### config.mk
export PLATFORM = sky130hd
export DESIGN_NAME = ncm_ctrl
export DESIGN_NICKNAME = d
export VERILOG_FILES = /design/src/ncm_pkg.sv /design/src/ncm_ctrl.sv
export SDC_FILE = /design/constraint.sdc
export NUM_CORES = 1
export LEC_CHECK = 0
export BUFFER_PORTS_ARGS = -buffer_cell sky130_fd_sc_hd__buf_2
export CAP_MARGIN = 20
export CORE_ASPECT_RATIO = 1.25
export CORE_UTILIZATION = 50
export CTS_CLUSTER_SIZE = 24
export DETAILED_ROUTE_END_ITERATION = 6
export PLACE_DENSITY = 0.77
export RECOVER_POWER = 25
export SLEW_MARGIN = 20
export SYNTH_ARGS = -nofsm -noshare
export SYNTH_HDL_FRONTEND = slang
export SYNTH_SLANG_ARGS = --single-unit
### constraint.sdc
create_clock -name i_clk -period 2.2 [get_ports i_clk]
set_clock_uncertainty 0.1 [all_clocks]
set_input_delay 0.33 -clock i_clk [delete_from_list [all_inputs] [get_ports i_clk]]
set_output_delay 0.33 -clock i_clk [all_outputs]
set_load 0.01 [all_outputs]
### src/ncm_pkg.sv
`timescale 1ns / 1ps

package ncm_pkg;

    // Table geometry
    localparam int TILE_DEPTH = 256;
    localparam int IDX_W      = 8;
    localparam int COUNT_W    = 9;
    localparam int COLOR_W    = 8;
    localparam int RGB_W      = 3 * COLOR_W;
    localparam int SQ_W       = 2 * COLOR_W;
    localparam int DIST_W     = 18;
    localparam int MODE_W     = 2;
    localparam int CFG_IDX_W  = 2;
    localparam int CFG_DATA_W = 18;

    // Distance metrics
    localparam logic [MODE_W-1:0] METRIC_EUCLID_SQ = 2'd0;
    localparam logic [MODE_W-1:0] METRIC_MANHATTAN = 2'd1;
    localparam logic [MODE_W-1:0] METRIC_MAX_CHAN  = 2'd2;
    localparam logic [MODE_W-1:0] METRIC_UNUSED    = 2'd3;

    // Configuration register indexes
    localparam logic [CFG_IDX_W-1:0] REG_METRIC_MODE = 2'd0;
    localparam logic [CFG_IDX_W-1:0] REG_MATCH_LIMIT = 2'd1;
    localparam logic [CFG_IDX_W-1:0] REG_TILE_COUNT  = 2'd2;

    // Request commands
    localparam logic CMD_LOAD  = 1'b0;
    localparam logic CMD_QUERY = 1'b1;

    // Controller to datapath commands
    typedef struct packed {
        logic             load_we;
        logic             query_start;
        logic             issue;
        logic [IDX_W-1:0] addr;
        logic             publish;
    } t_dp_cmd;

    // Datapath to controller status
    typedef struct packed {
        logic busy;
    } t_dp_stat;

endpackage

### src/ncm_ctrl.sv
`timescale 1ns / 1ps

// Sequencer: takes requests, walks the scan address down and hands results out.
module ncm_ctrl (
    input  logic                           i_clk,
    input  logic                           i_rst_n,
    input  logic                           i_valid,
    output logic                           o_stall,
    input  logic                           i_command,
    input  logic [ncm_pkg::COUNT_W-1:0]    i_tile_count,
    output logic                           o_valid,
    input  logic                           i_stall,
    output ncm_pkg::t_dp_cmd               o_cmd,
    input  ncm_pkg::t_dp_stat              i_stat
);

    typedef enum logic [1:0] {
        ST_IDLE,
        ST_SCAN,
        ST_DRAIN,
        ST_PUBLISH
    } t_state;

    t_state                        r_state;
    logic [ncm_pkg::COUNT_W-1:0]   r_left;
    logic                          r_out_valid;

    logic [ncm_pkg::COUNT_W-1:0]   n_eff_count;
    logic [ncm_pkg::COUNT_W-1:0]   n_addr_full;
    logic                          n_accept;
    logic                          n_publish;

    assign n_eff_count = (i_tile_count > ncm_pkg::COUNT_W'(ncm_pkg::TILE_DEPTH))
                       ? ncm_pkg::COUNT_W'(ncm_pkg::TILE_DEPTH) : i_tile_count;
    assign n_addr_full = r_left - ncm_pkg::COUNT_W'(1);
    assign n_accept    = (r_state == ST_IDLE) && i_valid;
    assign n_publish   = (r_state == ST_PUBLISH) && (!r_out_valid || !i_stall);

    always_ff @(posedge i_clk) begin
        if (!i_rst_n) begin
            r_state     <= ST_IDLE;
            r_left      <= '0;
            r_out_valid <= 1'b0;
        end else begin
            if (n_publish) begin
                r_out_valid <= 1'b1;
            end else if (r_out_valid && !i_stall) begin
                r_out_valid <= 1'b0;
            end

            unique case (r_state)
                ST_IDLE: begin
                    if (n_accept && (i_command == ncm_pkg::CMD_QUERY)) begin
                        r_left  <= n_eff_count;
                        r_state <= (n_eff_count == '0) ? ST_DRAIN : ST_SCAN;
                    end
                end
                ST_SCAN: begin
                    r_left <= n_addr_full;
                    if (r_left == ncm_pkg::COUNT_W'(1)) begin
                        r_state <= ST_DRAIN;
                    end
                end
                ST_DRAIN: begin
                    if (!i_stat.busy) begin
                        r_state <= ST_PUBLISH;
                    end
                end
                ST_PUBLISH: begin
                    if (n_publish) begin
                        r_state <= ST_IDLE;
                    end
                end
            endcase
        end
    end

    always_comb begin
        o_cmd.load_we     = n_accept && (i_command == ncm_pkg::CMD_LOAD);
        o_cmd.query_start = n_accept && (i_command == ncm_pkg::CMD_QUERY);
        o_cmd.issue       = (r_state == ST_SCAN);
        o_cmd.addr        = n_addr_full[ncm_pkg::IDX_W-1:0];
        o_cmd.publish     = n_publish;
    end

    assign o_stall = (r_state != ST_IDLE);
    assign o_valid = r_out_valid;

endmodule

# --- Word level (Yosys, flattened, before mapping) ---
# Cells that the tools add are included.
classes:
  n_reduce_logical: 15
  add_sub_neg: 1
  order_cmp: 1
  mux: 11
  n_eq_ne: 8
  n_bitwise: 1
ops:
  columns: ["cell", "count"]
  rows:
  - ["$mux 9", 2]
  - ["$pmux 9 s2", 1]
  - ["$mux 2", 5]
  - ["$eq 9x1->1 const B", 1]
  - ["$gt 9x9->1 const B", 1]
  - ["$logic_not 9->1", 1]
  - ["$sub 9x1->9 const B", 1]
  - ["$pmux 2 s4", 1]
  - ["$ne 2x2->1 const B", 3]
  - ["$reduce_bool 2->1", 3]
  - ["$logic_and 1x1->1", 5]
  - ["$eq 2x2->1 const B", 2]
  - ["$reduce_and 4->1", 1]
  - ["$eq 2x1->1 const B", 1]
  - ["$logic_not 1->1", 2]
  - ["$logic_not 2->1", 1]
  - ["$mux 1", 2]
  - ["$ne 2x1->1 const B", 1]
  - ["$reduce_and 2->1", 1]
  - ["$logic_or 1x1->1", 1]
  - ["$not 1->1", 1]
word_totals:
  input_bits: 15
  reg_bits: 12
  output_inout_bits: 14
  elab_cells: 40

# --- Logic depth before layout (Yosys ltp) ---
logic_depth:
  depth_word: 6
  ltp_mapped: 8
  depth_no_buf: 7

# --- Worst setup path before layout ---
# No wires, ideal clock.
synth_path:
  path_type: "flip-flop to output port"
  from: "register r_left[0] (netlist name)"
  to: "output o_cmd[7] (netlist name)"
  t_required_ns: 1.770
  n_path_buf: 0
  t_arrival_ns: 1.449
  setup_slack_ns: 0.321
  path_stages_with_launch: 6
  path_cell_list: "dfxtp_1 inv_1 ha_1 nor3b_1 a21boi_0 or2_2"
synth_lines:
  columns: ["item", "line", "source"]
  rows:
  - ["start, declared", "ncm_ctrl.sv:25", "logic [ncm_pkg::COUNT_W-1:0] r_left;"]
  - ["start signal, assigned", "ncm_ctrl.sv:54", "r_left <= n_eff_count;"]
  - ["start signal, assigned", "ncm_ctrl.sv:59", "r_left <= n_addr_full;"]
  - ["end, declared", "ncm_ctrl.sv:13", "output ncm_pkg::t_dp_cmd o_cmd,"]

==> run_results.csv <==
group,metric,value,unit
power,pwr-share-seq,24.1,%
setup_path,crit_chain,"inv_1, ha_1, nor3b_4, and3b_1, or2_2, buf_2",
place,placed_cells,161,
setup_path,r2r_start,"r_state[0]",
synth,synth_top_family_by_area,"compound AO/OA/AOI/OAI gates",
cells_and_area,syn_to_final_growth,21.5,%
setup_path,critPathLaunchType,"flop",
synth,synth_xor_area_share,3.78,%
run_status,status,"finished, final reports clean",
sta,worst_pin_slew,656,ps
cells_and_area,fillers,166,
setup_path,crit_buf_inv,2,
route,ant_nets,0,
cts,cts_hold_buf,0,
synth,synthMuxAreaShare,0,%
synth,netlist_instances,115,
cts,cts_made_buffers,3,
sta,slew_viol_final,0,
cells_and_area,multi_input_comb_area,621,sq um
sta,fmax,457,MHz
power,ir_worst_vdd,1.06,mV
synth,synth_fp_nets,137,
synth,synth-compound-area-share,28.5,%
cts,clockBufferDepth,2,
setup_path,crit_slowest_cell,"dfxtp_1",
sta,hold_viol,0,
setup_path,reg2reg_slack,320,ps
die,fp.dieW,40.5,microns
synth,synth-warning-count,0,
flow_run,cap_violations,0,
cells_and_area,final_common_cell,"buf_2",
route,wl_per_cell,13.7,microns
die,placement_rows,17,
cells_and_area,antennaDiodeCount,0,
place,globalplace.congestion,0.889,
cts,ctsHtreeMaxLevel,1,
synth,synth_seq_cells,12,
cells_and_area,seqCellArea,240,sq um
setup_path,cp_slowest_stage_delay,390,ps
global_routing,grt_overflow_total,0,
cells_and_area,drive_gt1_share,28.1,%
route,drc_errors,0,
route,drt-total-wl,2260,microns
synth,yosysSeqAreaShare,25.9,%
setup_path,cp.required,1770,ps
setup_path,cp_max_fo,5,
power,intPower,825,uW
power,pwr-share-clk,8.8,%
route,via_per_inst,5.93,
global_routing,grt.total_usage,26.0,%
sta,final.period_utilization,99.4,%
setup_path,crit_type,"flop to output pin",
synth,synth_fa_ha_area_share,9.45,%
synth,yosys.area_share.simple,24.0,%
setup_path,arrival,1760,ps
sta,post-route-min-period,2190,ps
global_routing,antenna_found_initial,0,
synth,syn_area_per_cell,8.06,sq um
synth,netlist_area,927,sq um
place,dp_hpwl,1740,microns
worst_hold_path,min_path_cells,3,
route,drt_iter0_drc,27,
setup_path,path_delay_family,"simple AND/OR/NAND/NOR gates",
global_routing,first_global_vias,869,
global_routing,grt_first_pass_wirelength,3750,microns
worst_hold_path,hold_end,"r_left[6]",
cells_and_area,fin_nets,170,
sta,rsz0062_at_grt,"yes",
cts,cts_tree,"built",
setup_path,ff2ff_path_depth,6,
synth,synth_cell_type_count,44,
worst_hold_path,hold_class,"input pin to flop",
power,swShare,46.7,%
place,placed_cell_area,1090,sq um
cells_and_area,fin_cells,165,
power,p_per_area,1370,nW/um^2
sta,max_slew_margin,55.9,%
power,switching_power,722,uW
global_routing,grt_max_degree,15,
die,io_pins,29,
place,io_buffers,28,
cts,clockRootBuffer,"clkbuf_4",
power,leakage,0.000516,uW
worst_hold_path,min-delay-start,"i_tile_count[6]",
setup_path,r2r_end,"r_state[0]",
sta,setup_viol,0,
die,dieArea,2030,sq um
die,core_area,1740,sq um
cts,clock-sinks,12,
route,vias,979,
die,die_h,50.1,microns
cells_and_area,layout_common_cells,"25 x buf_2, 12 x inv_1, 12 x dfxtp_1, 9 x a21oi_1",
cells_and_area,fin_area,1130,sq um
route,first_pass_iters,4,
cts,cts.clk_slew.worst_paths,70,ps
die,initial_core_util,53.2,%
cts,clk_latency,270,ps
power,p_comb_share,67.1,%
setup_path,cp-end-kind,"output pin",
layer usage:
metal  routed length [microns]  track usage, %  part of all wire (%)
met1                       970            33.5                    43
met2                      1090            41.8                    48
met3                       150            2.65                   6.6
met4                        52            11.1                   2.3
met5                         0               0                     0
how the worst max path moves through the flow:
stage / from / endpoint / slack (ps) / cells past startpoint
2_1_floorplan: r_left[0] / o_cmd[7] / 320 / 5
3_3_place_gp: r_left[0] / o_cmd[7] / 270 / 6
3_5_place_dp: r_left[0] / o_cmd[7] / 210 / 6
4_1_cts: r_left[0] / o_cmd[7] / 9 / 6
5_1_grt: r_left[2] / o_cmd[6] / -80 / 4
6_report: r_left[0] / o_cmd[7] / 10 / 6
tightest hold or removal path, delay by kind of cell:
kind	cells	cell delay (ps)
AOI/OAI and AO/OA	1	80
and+or+nand+nor	1	50
buffers and inverters	1	110
cells by family after synthesis:
group | Yosys count
xor+xnor | 4
buf+inv | 17
flops | 12
compound gates | 38
fa+ha+maj | 7
simple gates | 37
cell usage after synthesis, drive strengths merged:
library cell | number | area, sq um
dfxtp | 12 | 240
inv | 12 | 45.0
o21ai | 11 | 66.3
a21oi | 9 | 45.0
ha | 7 | 87.6
nor2 | 7 | 26.3
nand2 | 6 | 22.5
buf | 4 | 28.8
nand3 | 4 | 20.0
a31oi | 3 | 18.8
nand2b | 3 | 18.8
nor3 | 3 | 20.0
nor4 | 3 | 25.0
o21a | 3 | 22.5
o2111a | 2 | 22.5
o211a | 2 | 20.0
or2 | 2 | 12.5
xnor2 | 2 | 17.5
xor2 | 2 | 17.5
a211oi | 1 | 7.51
a21boi | 1 | 7.51
a221oi | 1 | 8.76
a222oi | 1 | 10.0
a31o | 1 | 8.76
a32o | 1 | 10.0
and2 | 1 | 6.26
and3b | 1 | 8.76
and4 | 1 | 8.76
clkbuf | 1 | 3.75
nand4b | 1 | 8.76
nor2b | 1 | 6.26
nor3b | 1 | 7.51
o211ai | 1 | 7.51
o31a | 1 | 8.76
or3 | 1 | 6.26
or4 | 1 | 11.3
or4b | 1 | 13.8
registers in the layout, summed over array words and instances (netlist names):
signal	cells
r_left	9
r_state	2
o_valid	1
metrics by stage:
stage | util (%) | total power [uW] | setup slack (ps) | hold WS [ps] | setup TNS, ps
floorplan | - | 1050 | 321 | 347 | 0
global placement | 62.4 | 1330 | 269 | 382 | 0
detailed placement | 62.4 | 1360 | 210 | 396 | 0
CTS | 64.4 | 1530 | 9.32 | 231 | 0
global route | 64.6 | 1680 | -77.0 | 257 | -153
finish | 64.6 | 1550 | 13.4 | 241 | 0
power groups by stage:
stage	Clock, uW	Combinational, uW	Sequential [uW]
final	136	1040	373
after CTS	141	1020	367
after detailed placement	0	989	370
after floorplan	0	713	340
after global placement	0	971	362
after global routing	145	1150	385
cell type report:
type                       instances  share of cell area [%]
timing repair buffer              33                    15.4
clock buffer                       3                    2.00
inverter                          12                    4.00
multi-input combinational         86                    55.1
tap                               19                    2.11
sequential                        12                    21.3
what timing repair did:
action | 4_1_cts | 5_1_grt
setup endpoints to repair | 2 | 2
pin swaps | 1 | 0
setup buffers | 1 | 0
gates resized for setup | 1 | 3
No activity file was read; power rests on OpenSTA's default activity.
